$ cat src/rtl/core/wtpf_pkg.sv
// ----------------------------------------------------------------------------
// wtpf_pkg
// Shared types and constants for the paragraph action filter.
// ----------------------------------------------------------------------------
package wtpf_pkg;

  localparam int unsigned CHAR_W    = 16;
  localparam int unsigned LEN_W     = 17;
  localparam int unsigned PARA_LIMIT = 32767;
  localparam int unsigned QDEPTH    = 4;
  localparam int unsigned QPTR_W    = $clog2(QDEPTH);
  localparam int unsigned QCNT_W    = $clog2(QDEPTH + 1);

  localparam logic [CHAR_W-1:0] CH_NEWLINE = 16'h000A;
  localparam logic [CHAR_W-1:0] CH_SPACE   = 16'h0020;
  localparam logic [CHAR_W-1:0] CH_DASH    = 16'h002D;
  localparam logic [CHAR_W-1:0] CH_SHY     = 16'h00AD;
  localparam logic [CHAR_W-1:0] CH_ROW     = 16'h001E;
  localparam logic [CHAR_W-1:0] CH_CELL    = 16'h001C;
  localparam logic [CHAR_W-1:0] CH_BOM     = 16'hFEFF;

  localparam logic [4:0] CC_LINK_MARK = 5'h01;
  localparam logic [4:0] CC_SKIP      = 5'h02;
  localparam logic [4:0] CC_BELL      = 5'h07;
  localparam logic [4:0] CC_TAB       = 5'h09;
  localparam logic [4:0] CC_VT        = 5'h0B;
  localparam logic [4:0] CC_FF        = 5'h0C;
  localparam logic [4:0] CC_CR        = 5'h0D;
  localparam logic [4:0] CC_LINK_ON   = 5'h13;
  localparam logic [4:0] CC_LINK_OFF  = 5'h14;
  localparam logic [4:0] CC_LINK_END  = 5'h15;
  localparam logic [4:0] CC_HYPHEN    = 5'h1E;
  localparam logic [4:0] CC_SOFT      = 5'h1F;

  typedef enum logic [1:0] {
    ACT_APPEND  = 2'd0,
    ACT_DISCARD = 2'd1,
    ACT_COMMIT  = 2'd2
  } action_t;

  typedef struct packed {
    logic [CHAR_W-1:0] ch;
    logic              stream_last;
  } in_word_t;

  typedef struct packed {
    action_t           action;
    logic [CHAR_W-1:0] out_char;
    logic              run_last;
  } out_word_t;

  typedef struct packed {
    logic              pre_ok;
    logic [CHAR_W-1:0] pre_char;
    logic              main_ok;
    logic              main_discard;
    logic [CHAR_W-1:0] main_char;
    logic              commit_ok;
  } entry_t;

endpackage

$ cat src/rtl/core/word_text_paragraph_filter_core.sv
// ----------------------------------------------------------------------------
// word_text_paragraph_filter_core
// Turns document characters into paragraph builder actions.
// ----------------------------------------------------------------------------
// The char channel takes one 16-bit character per word, with a flag on the
// final character of the stream. The act channel gives one action per word:
// append a character, discard the paragraph so far, or commit it, with
// run_last set on the last action caused by a character.
// A character is accepted in any cycle in which the entry queue has room, and
// it causes zero to three actions. Its entry is registered in the queue and
// each action is then loaded into an output register. The act channel
// delivers one action per cycle while the receiver takes them, so a stream of
// characters that each cause one action runs at one word per cycle.
// A four-entry queue separates the classifier from the action sequencer, so
// a stalled receiver fills the queue first and only then holds char_ready low.
// Reset clears the pending bell, the hyperlink flag, the paragraph length and
// the queue, and drops any action not yet taken.
// ----------------------------------------------------------------------------
module word_text_paragraph_filter_core import wtpf_pkg::*; (
  input  logic      clk,
  input  logic      rst,
  input  logic      char_valid,
  output logic      char_ready,
  input  in_word_t  char_word,
  output logic      act_valid,
  input  logic      act_ready,
  output out_word_t act_word
);

  logic   q_full;
  logic   q_push;
  logic   q_pop;
  logic   q_nonempty;
  entry_t q_in;
  entry_t q_head;

  wtpf_front u_front (
    .clk        (clk),
    .rst        (rst),
    .char_valid (char_valid),
    .char_ready (char_ready),
    .char_word  (char_word),
    .q_full     (q_full),
    .q_push     (q_push),
    .q_entry    (q_in)
  );

  wtpf_queue u_queue (
    .clk        (clk),
    .rst        (rst),
    .push       (q_push),
    .push_entry (q_in),
    .pop        (q_pop),
    .full       (q_full),
    .nonempty   (q_nonempty),
    .head       (q_head)
  );

  wtpf_back u_back (
    .clk        (clk),
    .rst        (rst),
    .q_nonempty (q_nonempty),
    .q_head     (q_head),
    .q_pop      (q_pop),
    .act_valid  (act_valid),
    .act_ready  (act_ready),
    .act_word   (act_word)
  );

endmodule

$ cat src/rtl/core/wtpf_front.sv
// ----------------------------------------------------------------------------
// wtpf_front
// Accepts characters, classifies them and tracks paragraph state.
// ----------------------------------------------------------------------------
module wtpf_front import wtpf_pkg::*; (
  input  logic     clk,
  input  logic     rst,
  input  logic     char_valid,
  output logic     char_ready,
  input  in_word_t char_word,
  input  logic     q_full,
  output logic     q_push,
  output entry_t   q_entry
);

  logic              tab_pending, tab_pending_next;
  logic              in_hyperlink, in_hyperlink_next;
  logic [LEN_W-2:0]  para_length, para_length_next;

  logic              row_mark;
  logic              is_ctrl;
  logic              main_app, main_disc;
  logic [CHAR_W-1:0] main_char;
  logic [LEN_W-1:0]  len1, len2;
  logic              para_end;
  logic              accept;

  assign char_ready = !q_full;
  assign accept     = char_valid && char_ready;

  always_comb begin
    row_mark          = tab_pending && (char_word.ch == {11'd0, CC_BELL});
    is_ctrl           = (char_word.ch[CHAR_W-1:5] == '0);
    main_app          = 1'b0;
    main_disc         = 1'b0;
    main_char         = char_word.ch;
    tab_pending_next  = 1'b0;
    in_hyperlink_next = in_hyperlink;

    if (!row_mark) begin
      if (is_ctrl) begin
        unique case (char_word.ch[4:0]) inside
          CC_BELL: begin
            tab_pending_next = 1'b1;
          end
          CC_CR, CC_VT: begin
            main_app  = 1'b1;
            main_char = CH_NEWLINE;
          end
          CC_FF, CC_TAB: begin
            main_app = 1'b1;
          end
          CC_HYPHEN: begin
            main_app  = 1'b1;
            main_char = CH_DASH;
          end
          CC_SOFT: begin
            main_app  = 1'b1;
            main_char = CH_SHY;
          end
          CC_SKIP: begin
          end
          CC_LINK_ON: begin
            in_hyperlink_next = 1'b1;
            main_app          = 1'b1;
            main_char         = CH_SPACE;
          end
          CC_LINK_OFF: begin
            in_hyperlink_next = 1'b0;
            main_app          = 1'b1;
            main_char         = CH_SPACE;
          end
          CC_LINK_END: begin
            main_app  = 1'b1;
            main_char = CH_SPACE;
          end
          CC_LINK_MARK: begin
            main_disc = !in_hyperlink;
          end
          default: begin
            main_disc = 1'b1;
          end
        endcase
      end else if (char_word.ch != CH_BOM) begin
        main_app = 1'b1;
      end
    end

    len1 = {1'b0, para_length} + {{(LEN_W-1){1'b0}}, tab_pending};
    if (main_disc) begin
      len2 = '0;
    end else begin
      len2 = len1 + {{(LEN_W-1){1'b0}}, main_app};
    end

    para_end = char_word.stream_last || (main_app && (main_char == CH_NEWLINE)) ||
               (len2 >= LEN_W'(PARA_LIMIT));

    if (para_end) begin
      para_length_next = '0;
    end else begin
      para_length_next = len2[LEN_W-2:0];
    end
    if (char_word.stream_last) begin
      tab_pending_next  = 1'b0;
      in_hyperlink_next = 1'b0;
    end

    q_entry.pre_ok       = tab_pending;
    q_entry.pre_char     = row_mark ? CH_ROW : CH_CELL;
    q_entry.main_ok      = main_app || main_disc;
    q_entry.main_discard = main_disc;
    q_entry.main_char    = main_char;
    q_entry.commit_ok    = para_end && (len2 >= LEN_W'(2));
    q_push = accept && (q_entry.pre_ok || q_entry.main_ok || q_entry.commit_ok);
  end

  always_ff @(posedge clk) begin
    if (rst) begin
      tab_pending  <= 1'b0;
      in_hyperlink <= 1'b0;
      para_length  <= '0;
    end else if (accept) begin
      tab_pending  <= tab_pending_next;
      in_hyperlink <= in_hyperlink_next;
      para_length  <= para_length_next;
    end
  end

endmodule

$ cat src/rtl/core/wtpf_queue.sv
// ----------------------------------------------------------------------------
// wtpf_queue
// Short first-in first-out queue of classified entries.
// ----------------------------------------------------------------------------
module wtpf_queue import wtpf_pkg::*; (
  input  logic   clk,
  input  logic   rst,
  input  logic   push,
  input  entry_t push_entry,
  input  logic   pop,
  output logic   full,
  output logic   nonempty,
  output entry_t head
);

  entry_t            slots [QDEPTH];
  logic [QPTR_W-1:0] wr_ptr;
  logic [QPTR_W-1:0] rd_ptr;
  logic [QCNT_W-1:0] count;

  assign full     = (count == QCNT_W'(QDEPTH));
  assign nonempty = (count != '0);
  assign head     = slots[rd_ptr];

  always_ff @(posedge clk) begin
    if (push) begin
      slots[wr_ptr] <= push_entry;
    end
  end

  always_ff @(posedge clk) begin
    if (rst) begin
      wr_ptr <= '0;
      rd_ptr <= '0;
      count  <= '0;
    end else begin
      if (push) begin
        wr_ptr <= wr_ptr + QPTR_W'(1);
      end
      if (pop) begin
        rd_ptr <= rd_ptr + QPTR_W'(1);
      end
      if (push && !pop) begin
        count <= count + QCNT_W'(1);
      end else if (pop && !push) begin
        count <= count - QCNT_W'(1);
      end
    end
  end

endmodule

$ cat src/rtl/core/wtpf_back.sv
// ----------------------------------------------------------------------------
// wtpf_back
// Expands each queued entry into its actions, one per cycle while the
// receiver takes them, into an output register.
// ----------------------------------------------------------------------------
module wtpf_back import wtpf_pkg::*; (
  input  logic      clk,
  input  logic      rst,
  input  logic      q_nonempty,
  input  entry_t    q_head,
  output logic      q_pop,
  output logic      act_valid,
  input  logic      act_ready,
  output out_word_t act_word
);

  logic [2:0] done, done_next;
  logic [2:0] pend;
  logic [2:0] pick;
  logic       load;
  logic       is_last;
  out_word_t  word_next;

  always_comb begin
    pend = {q_head.commit_ok, q_head.main_ok, q_head.pre_ok} & ~done;
    if (pend[0]) begin
      pick = 3'b001;
    end else if (pend[1]) begin
      pick = 3'b010;
    end else begin
      pick = 3'b100;
    end
    is_last = (pend == pick);
    load    = q_nonempty && (!act_valid || act_ready);
    q_pop   = load && is_last;

    if (pick[0]) begin
      word_next.action   = ACT_APPEND;
      word_next.out_char = q_head.pre_char;
    end else if (pick[1]) begin
      word_next.action   = q_head.main_discard ? ACT_DISCARD : ACT_APPEND;
      word_next.out_char = q_head.main_discard ? '0 : q_head.main_char;
    end else begin
      word_next.action   = ACT_COMMIT;
      word_next.out_char = '0;
    end
    word_next.run_last = is_last;

    done_next = done;
    if (load) begin
      done_next = is_last ? 3'b000 : (done | pick);
    end
  end

  always_ff @(posedge clk) begin
    if (rst) begin
      act_valid <= 1'b0;
      done      <= '0;
    end else begin
      done <= done_next;
      if (load) begin
        act_valid <= 1'b1;
      end else if (act_ready) begin
        act_valid <= 1'b0;
      end
    end
  end

  always_ff @(posedge clk) begin
    if (load) begin
      act_word <= word_next;
    end
  end

endmodule

$ cat config.mk
export PLATFORM = sky130hd
export DESIGN_NAME = word_text_paragraph_filter_core
export DESIGN_NICKNAME = d
export VERILOG_FILES = /design/src/rtl/core/wtpf_pkg.sv /design/src/rtl/core/word_text_paragraph_filter_core.sv /design/src/rtl/core/wtpf_front.sv /design/src/rtl/core/wtpf_queue.sv /design/src/rtl/core/wtpf_back.sv
export SDC_FILE = /design/constraint.sdc
export NUM_CORES = 1
export LEC_CHECK = 0
export ABC_AREA = 1
export BUFFER_PORTS_ARGS = -buffer_cell sky130_fd_sc_hd__clkbuf_2
export CORE_MARGIN = 5
export CORE_UTILIZATION = 54
export DETAILED_ROUTE_END_ITERATION = 7
export PLACE_DENSITY = 0.82
export RECOVER_POWER = 100
export SYNTH_ARGS = -nofsm -noshare
export SYNTH_HDL_FRONTEND = slang
export SYNTH_SLANG_ARGS = --single-unit
$ cat constraint.sdc
create_clock -name clk -period 5.2 [get_ports clk]
set_clock_uncertainty 0.15 [all_clocks]
set_input_delay 1.04 -clock clk [delete_from_list [all_inputs] [get_ports clk]]
set_output_delay 1.04 -clock clk [all_outputs]
set_load 0.05 [all_outputs]
Yosys cells after proc, flatten, opt, wreduce, memory -nomap -nowiden

Memories as Yosys holds them, arrays and structs flattened. A register that Yosys moved wholly into a read port is not among the register bits.
Index checks and enable logic that the tools add are counted.
W data, S select, Z words.

Bits of input ports: 21
Bits in writable memories: 88
Bits in registers: 48
Memories kept: 1

Memories:

| name          | words | bits a word | rd ports | clocked after memory_dff | write ports | RTL line         | RTL |
|---|---|---|---|---|---|---|---|
| u_queue.slots | 4     | 22          | 1        | 1                        | 1           | wtpf_queue.sv:16 | `entry_t slots [QDEPTH];` |

Order comparisons: 2
Add/subtract/negate cells: 6
Bitwise operators: 4
Equality and inequality tests: 18
Reductions and logical operators: 32
Muxes and demuxes: 36

Operators by type and width:

| cell                   | number |
|---|---|
| $mux W16               | 5 |
| $pmux W16 S4           | 1 |
| $eq A5 B5 Y1 const B   | 5 |
| $eq A5 B4 Y1 const B   | 4 |
| $mux W1                | 18 |
| $mux W18               | 1 |
| $add A16 B1 Y17        | 1 |
| $add A17 B1 Y17        | 1 |
| $ge A17 B15 Y1 const B | 1 |
| $ge A17 B2 Y1 const B  | 1 |
| $mux W17               | 1 |
| $eq A16 B3 Y1 const B  | 1 |
| $eq A16 B4 Y1 const B  | 1 |
| $ne A16 B16 Y1 const B | 1 |
| $mux W3                | 5 |
| $logic_not A11 Y1      | 1 |
| $reduce_or A11 Y1      | 1 |
| $logic_and A1 B1 Y1    | 9 |
| $reduce_or A9 Y1       | 1 |
| $logic_or A1 B1 Y1     | 6 |
| $mux W2                | 3 |
| $reduce_bool A2 Y1     | 3 |
| $reduce_bool A3 Y1     | 2 |
| $eq A5 B1 Y1 const B   | 1 |
| other kinds (17)       | 24 |

Logic depth before layout (Yosys ltp)

Gate-level depths: netlist of run 1.

Depth after elaboration: 16
Gate-level depth with buffers: 32
Depth with buffers taken out: 32

By module

A second synthesis of run 1 with hierarchy kept.

Cells, all modules: 897
Area, all modules: 9440.3 um2

By module, submodules not included:

| module     | seq. area each (um2) | cells each | instances | area an instance (um2) |
|---|---|---|---|---|
| wtpf_queue | 4504.3               | 407        | 1         | 6048.3 |
| wtpf_front | 360.3                | 379        | 1         | 2356.0 |
| wtpf_back  | 650.6                | 111        | 1         | 1036.0 |

Worst setup path before layout of run 1

No wires, ideal clock.

Path type: input-to-reg
From: input char_word[5] in the netlist's numbering
To: memory u_queue.slots[1][0] in the netlist's numbering (enable)
Path slack: 0.295 ns
Buffers on the path: 0
Arrival: 4.357 ns
Library setup time: 0.399 ns
Stages on the path: 20
Cell sequence: inv_1 -> nand4_1 -> nand3_2 -> inv_1 -> a21oi_1 -> inv_1 -> fa_1 -> ha_1 -> nand4_1 -> nor2_1 -> nand3_1 -> nor2_1 -> nand3_1 -> nor2_1 -> nand3_1 -> nand3_2 -> nand2_2 -> nand2_4 -> nand2_2 -> nor2_1

Longest elaborated chain between the ends: 14
Elaborated cells on any way between the ends: 44
Classes of those cells: 1 x add/sub; 2 x order compare; 15 x eq/ne; 13 x mux; 13 x reduce/logical

RTL lines:

| item                                                          | RTL line                              | RTL |
|---|---|---|
| start: declaration                                            | word_text_paragraph_filter_core.sv:24 | `input in_word_t char_word,` |
| $eq A5 B5 Y1 (no source line) or $eq A5 B4 Y1 (tied branches) | n/a                                   |  |
| $reduce_or A9 Y1 (no source line) (tied with other cells)     | n/a                                   |  |
| $mux W1 or $pmux W16 S4 (tied branches)                       | wtpf_front.sv:42                      | `unique case (char_word.ch[4:0]) inside` |
| $mux W1 or $mux W16 (tied branches)                           | wtpf_front.sv:41                      | `if (is_ctrl) begin` |
| $mux W1 or $mux W16 (tied branches)                           | wtpf_front.sv:40                      | `if (!row_mark) begin` |
| $add A17 B1 Y17 or $eq A16 B4 Y1 (tied branches)              | wtpf_front.sv:93, wtpf_front.sv:96    |  |
| $mux W17 or $logic_and A1 B1 Y1 (tied branches)               | wtpf_front.sv:90, wtpf_front.sv:96    |  |
| $ge A17 B15 Y1 or $logic_or A1 B1 Y1 (tied branches)          | wtpf_front.sv:97, wtpf_front.sv:96    |  |
| $logic_or A1 B1 Y1                                            | wtpf_front.sv:96                      | `para_end = char_word.stream_last \|\| (main_app && (main_char == CH_NEWLINE)) \|\|` |
| $logic_and A1 B1 Y1                                           | wtpf_front.sv:114                     | `q_entry.commit_ok = para_end && (len2 >= LEN_W'(2));` |
| $logic_or A1 B1 Y1 *                                          | wtpf_front.sv:115                     | `q_push = accept && (q_entry.pre_ok \|\| q_entry.main_ok \|\| q_entry.commit_ok);` |
| $logic_and A1 B1 Y1 *                                         | wtpf_front.sv:115                     |  |
| $mux W1 *                                                     | wtpf_queue.sv:26                      | `if (push) begin` |
| $mux W1 (not written as such) *                               | wtpf_queue.sv:27                      | `slots[wr_ptr] <= push_entry;` |
| end: declaration                                              | wtpf_queue.sv:16                      |  |

Mark *: on every way between the ends. The rest lies on a longest branch, timed or not.

Worst setup path after layout of run 1

From: input char_word[14] in the netlist's numbering
To: register u_queue.count[2]

Longest elaborated chain between the ends: 14
Elaborated cells on any way between the ends: 30
Classes of those cells: 1 x add/sub; 2 x order compare; 3 x eq/ne; 10 x mux; 14 x reduce/logical

RTL lines:

| item                                | RTL line                              | RTL |
|---|---|---|
| $ne A16 B16 Y1                      | wtpf_front.sv:84                      | `end else if (char_word.ch != CH_BOM) begin` |
| $mux W1                             | wtpf_front.sv:84                      |  |
| $mux W1                             | wtpf_front.sv:41                      |  |
| $mux W1                             | wtpf_front.sv:40                      |  |
| $add A17 B1 Y17                     | wtpf_front.sv:93                      | `len2 = len1 + {{(LEN_W-1){1'b0}}, main_app};` |
| $mux W17                            | wtpf_front.sv:90                      | `if (main_disc) begin` |
| $ge A17 B15 Y1                      | wtpf_front.sv:97                      | `(len2 >= LEN_W'(PARA_LIMIT));` |
| $logic_or A1 B1 Y1                  | wtpf_front.sv:96                      |  |
| $logic_and A1 B1 Y1                 | wtpf_front.sv:114                     |  |
| $logic_or A1 B1 Y1 *                | wtpf_front.sv:115                     |  |
| $logic_and A1 B1 Y1 *               | wtpf_front.sv:115                     |  |
| via q_push                          | word_text_paragraph_filter_core.sv:31 | `logic q_push;` |
| $logic_not A1 Y1                    | wtpf_queue.sv:45                      | `end else if (pop && !push) begin` |
| $logic_and A1 B1 Y1                 | wtpf_queue.sv:45                      |  |
| $reduce_bool A2 Y1 (no source line) | n/a                                   |  |
| end signal: assignment              | wtpf_queue.sv:44                      | `count <= count + QCNT_W'(1);` |
| end signal: assignment              | wtpf_queue.sv:46                      | `count <= count - QCNT_W'(1);` |
| end: declaration                    | wtpf_queue.sv:19                      | `logic [QCNT_W-1:0] count;` |

Mark *: on every way through the listed nets, which the timed path passes. The rest lies on a longest branch.
A chain may end at the register's enable or synchronous reset.

==> impl_metrics.yaml, run 1 <==
global_route:
  grt_usage: 0.2081
  grt_pass1_vias: 4757
  grt_max_degree: 43
  overflow: 0
  grt_antenna_before_repair: 1
  grt_pass1_wl_um: 22850
power_and_ir_drop:
  power_density_nw_per_um2: 538.5
  leakagePower_nw: 2.664
  vdd_drop_max_mv: 0.2964
drt:
  dr_total_vias: 4670
  dr.pass1.iters: 5
  drc: 0
  drtIter0Drc: 395
  viasPerCell: 5.553
  routed_wl_um: 14060
  ant_nets: 0
  wl_per_cell_um: 16.72
floorplan:
  chipWidth_um: 117.3
  die_y_um: 117.3
  num_rows: 39
  ioPinCount: 42
  core_sq_um: 11370
  start_util: 0.5468
  die-area_sq_um: 13760
layout:
  layout.nets: 715
  drive_gt1_frac: 0.1361
  fillCellCount: 901
  final_cell_mix: "110 x nor2_1, 106 x nand2_1, 103 x edfxtp_1, 53 x inv_1, 48 x o21ai_0"
  final_util: 0.6242
  layout_commonest_cell: "nor2_1"
  layout.cells.non_filler: 841
  syn2layout_area_growth_pct: 14.15
  num_antenna_cells: 0
logic_synthesis:
  syn-num-nets: 672
  syn_area_sq_um: 6217
  ys_seq_area_frac: 0.5973
  yosysWarnings: 0
  ys_types: 40
  ys_ff_latch: 134
  netlist_instances: 642
  avgSynthCellArea_sq_um: 9.684
cts:
  numCtsBuffers: 17
  h-tree-depth: 4
  clkTransAtPathRegs_ps: 50
  insertion_delay_ps: 420
  cts_hold_buffers: 0
  root_buffer: "clkbuf_16"
  clockBufferDepth: 2
  cts_tree: "yes"
  cts.sinks: 134
critical_path:
  path_common_cell: "inv_1"
  cp_data_arrival_time_ps: 4830
  r2r_cells: 29
  cp_slowest_cell: "fa_1"
  cp_top_family: "simple AND/OR/NAND/NOR gates"
  endpoint_kind: "flop"
  critPathLaunchType: "input pin"
  slowest_delay_ps: 390
  worst-path-stages: 30
  required_ps: 5350
  crit_buf_inv: 6
  crit_type: "in2reg"
  crit_fanout: 6
worst_hold_path:
  holdCritPathClass: "reg2reg"
  worstHoldPathCells: 2
place:
  detailed_place_hpwl_um: 8819
  post-place-cells: 807
  gp_congestion: 0.9124
  preCtsSetupSlack_ps: -91.90
  port_buffers: 41
timing:
  worstMarginPinSlew_ps: 1487
  rsz0062_at_grt: "no"
  finalSetupViolations: 0
  relSlewSlack: 0.008729
  holdWs_ps: 302.0
  min_period_ps: 4688
  drv_slew: 0
  setup_slack_ps: 511.7
  hold_violations: 0
  finalCritPeriodShare: 0.9016
  fmax_ghz: 0.2133
run_status:
  status: "finished, final reports clean"
run:
  drv_cap: 0
state kept, by name, summed over array words and instances, names as in the netlist, named ones only:
name	flops
u_queue.count	3
u_queue.rd_ptr	2
u_back.act_word	19
u_front.tab_pending	1
u_front.in_hyperlink	1
u_back.act_valid	1
u_back.done	3
u_queue.slots	84
u_queue.wr_ptr	2
u_front.para_length	16
cells in the mapped netlist, drive strengths merged:
library cell	number	area [sq um]
or2	1	6.260
fa	2	40.04
nor4	1	6.260
nand3	40	277.8
xor2	2	17.52
inv	58	217.7
a32o	5	50.05
a21oi	45	262.8
nand4	10	62.56
nand2	112	445.4
edfxtp	103	3093
clkinv	1	5.000
xnor2	1	8.760
a31oi	4	25.02
o21ai	57	289.0
buf	10	60.05
ha	7	87.58
nand3b	1	7.510
nor3b	1	7.510
and2	1	6.260
o21bai	1	7.510
nor3	5	25.02
dfxtp	31	620.6
nor2	119	484.2
clkbuf	19	71.32
o22ai	4	25.02
a21o	1	7.510
worst register-to-register path: cells and delay by family (launching register included):
| family | cells | cell delay, ps |
|---|---|---|
| AND/OR/NAND/NOR | 15 | 1350 |
| adder cells (fa/ha/maj) | 4 | 1190 |
| AO/OA/AOI/OAI | 5 | 590 |
| flip-flops | 1 | 480 |
| buffers and inverters | 5 | 370 |
what timing repair did:
item                                    in CTS  in global routing
setup buffers                                0                  2
gates resized for setup                      0                  8
endpoints found under the setup margin       0                  1
layer usage:
metal / share of wire / global-route usage
met1: 0.39 / 0.2367
met2: 0.51 / 0.3656
met3: 0.069 / 0.05438
met4: 0.026 / 0.09282
met5: 0.00092 / 0
area by class of cell:
cell class / instances / area (sq um) / area share
Multi-Input combinational cell: 420 / 2126 / 0.2995
Clock inverter: 15 / 186.4 / 0.02627
Sequential cell: 134 / 3714 / 0.5233
Inverter: 59 / 222.7 / 0.03138
Timing Repair Buffer: 53 / 244.0 / 0.03438
Clock buffer: 17 / 425.4 / 0.05994
Tap cell: 143 / 178.9 / 0.02521
cells by family (layout without fill, tap and decap cells):
kind of cell    after synthesis  in the layout  synth area share
flops                       134            134            0.5973
simple gates                291            291            0.2137
compound gates              117            117            0.1073
xor+xnor                      3              3          0.004227
fa+ha+maj                     9              9           0.02053
buf+inv                      88            144           0.05695
power by group:
part | internal [mW] | switching (mW)
combinational | 0.247 | 0.885
clock | 0.794 | 0.436
sequential | 1.40 | 0.0615
final timing paths:
path	to	start	slack, ps
max	u_queue.count[2]	char_word[14]	510
min	u_back.done[2]	u_back.done[2]	300
min reg2reg	u_back.done[2]	u_back.done[2]	300
max reg2reg	u_queue.count[2]	u_front.tab_pending	950
through the flow:
| step | TNS (ps) | power (mW) | area [sq um] |
|---|---|---|---|
| after CTS | 0 | 3.866 | 7181 |
| after global routing | 0 | 4.013 | 7097 |
| after floorplan | 0 | 2.325 | 6217 |
| after global placement | 0 | 2.578 | 6569 |
| final | 0 | 3.822 | 7097 |
| after detailed placement | -91.90 | 2.629 | 6569 |
No activity file was read; power rests on OpenSTA's default activity.
==> run 2: changes to the inputs <==
Settings changed: CORE_UTILIZATION 54 to 60, PLACE_DENSITY 0.82 to 0.86.
Clock period 5.2 ns to 5 ns, I/O delays scaled along.
==> run 2 against run 1 <==
Against the previous run: via count grew 5.1%; total power rose by 5.2%; global-route usage increased by 3.1 points; register-to-register slack lost 160 ps; cell area grew 2.0%; die area fell by 9.2%.
==> impl_metrics.yaml, run 2 (synthesis results as in run 1) <==
global_route:
  overflow: 0
  grtUsageMet1: 0.2738
  grt_usage: 0.2393
  grt_pass1_wl_um: 23520
  top_usage_layer: "met2"
  met2_usage: 0.4213
  use_met3: 0.05707
  grt_max_degree: 43
  grt_pass1_vias: 4874
  grt_antenna_before_repair: 0
place:
  post_dp_cell_area_sq_um: 6655
  gp_congestion: 0.9431
  post-place-cells: 808
  preCtsSetupSlack_ps: -122.7
  port_buffers: 41
  detailed_place_hpwl_um: 8961
layout:
  largest_reg_flops: 84
  layout_commonest_cell: "nor2_1"
  num_antenna_cells: 0
  reg_top3: "u_queue.slots x84, u_back.act_word x19, u_front.para_length x16"
  largest-register: "u_queue.slots"
  final_util: 0.7077
  drive_gt1_frac: 0.1861
  syn2layout_area_growth_pct: 16.46
  fin_area_sq_um: 7241
  layout.cells.non_filler: 840
  layout.nets: 721
  final_cell_mix: "108 x nor2_1, 106 x nand2_1, 103 x edfxtp_1, 53 x inv_1, 48 x o21ai_0"
power_and_ir_drop:
  leakagePower_nw: 2.746
  vdd_drop_max_mv: 0.3414
  power_mw: 4.021
  power_density_nw_per_um2: 555.4
critical_path:
  critPathLaunchType: "input pin"
  crit_fanout: 5
  cp_data_arrival_time_ps: 4860
  required_ps: 5270
  endpoint_kind: "flop"
  cp_slowest_cell: "fa_1"
  slowest_delay_ps: 380
  cp_top_family: "simple AND/OR/NAND/NOR gates"
  path_common_cell: "inv_1"
  crit_buf_inv: 7
  crit_type: "in2reg"
cts:
  numCtsBuffers: 17
  clockBufferDepth: 2
  h-tree-depth: 4
  cts_tree: "yes"
  cts_hold_buffers: 0
  insertion_delay_ps: 530
  cts.sinks: 134
  cts_setup_buffers: 0
  clkTransAtPathRegs_ps: 60
  root_buffer: "clkbuf_8"
  cts_resized: 0
floorplan:
  core_sq_um: 10230
  num_rows: 37
  die-area_sq_um: 12500
  start_util: 0.6077
  chipWidth_um: 111.8
  die_y_um: 111.8
  ioPinCount: 42
timing:
  setup_slack_ps: 403.7
  fmax_ghz: 0.2176
  min_period_ps: 4596
  finalSetupViolations: 0
  worstMarginPinSlew_ps: 1475
  setup_tns_ps: 0
  drv_slew: 0
  relSlewSlack: 0.01665
  holdWs_ps: 302.9
  finalCritPeriodShare: 0.9193
  hold_violations: 0
drt:
  drtIter0Drc: 492
  ant_nets: 0
  drc: 0
  wl_per_cell_um: 17.44
  routed_wl_um: 14650
  dr.pass1.iters: 5
  dr_total_vias: 4906
  viasPerCell: 5.840
worst_hold_path:
  holdCritPathClass: "reg2reg"
run_status:
  status: "finished, final reports clean"
run:
  drv_cap: 0
==> run 2: changes by cell type in the layout (fill, tap and decap cells not counted), sizes merged <==
cell and change:
clkinv -6, inv +4, clkbuf -2, bufinv -1
clkinvlp +1, buf +10
==> run 2: metal layers <==
layer | wire length (um) | share of wire
met2 | 7446 | 0.51
met4 | 442 | 0.030
met5 | 0 | 0
met1 | 5451 | 0.37
met3 | 1306 | 0.089
==> run 2: worst paths after layout <==
path / start / endpoint / slack [ps] / cells past startpoint
min: u_back.done[2] / u_back.done[2] / 300 / 2
max reg2reg: u_front.tab_pending / u_queue.count[2] / 790 / 29
min reg2reg: u_back.done[2] / u_back.done[2] / 300 / 2
max: char_word[3] / u_queue.count[2] / 400 / 32
==> run 2: worst reg2reg max path, delay by kind of cell (launching register included) <==
family	cells	cell delay, ps
DFF	1	510
buffers and inverters	5	340
AOI/OAI and AO/OA	5	620
adders and majority gates	4	1110
and+or+nand+nor	15	1370
==> run 2: power by group <==
part,total [mW],switching [mW],internal (mW)
Combinational,1.24,0.944,0.299
Sequential,1.52,0.0668,1.45
Clock,1.26,0.492,0.766
==> run 2: layout make-up <==
cell class,instances,area (sq um)
sequential,134,3714
multi-input combinational,420,2172
tap,136,170.2
timing repair buffer,59,369.1
clock buffer,19,421.7
inverter,59,222.7
fill,691,2990
clock inverter,13,171.4
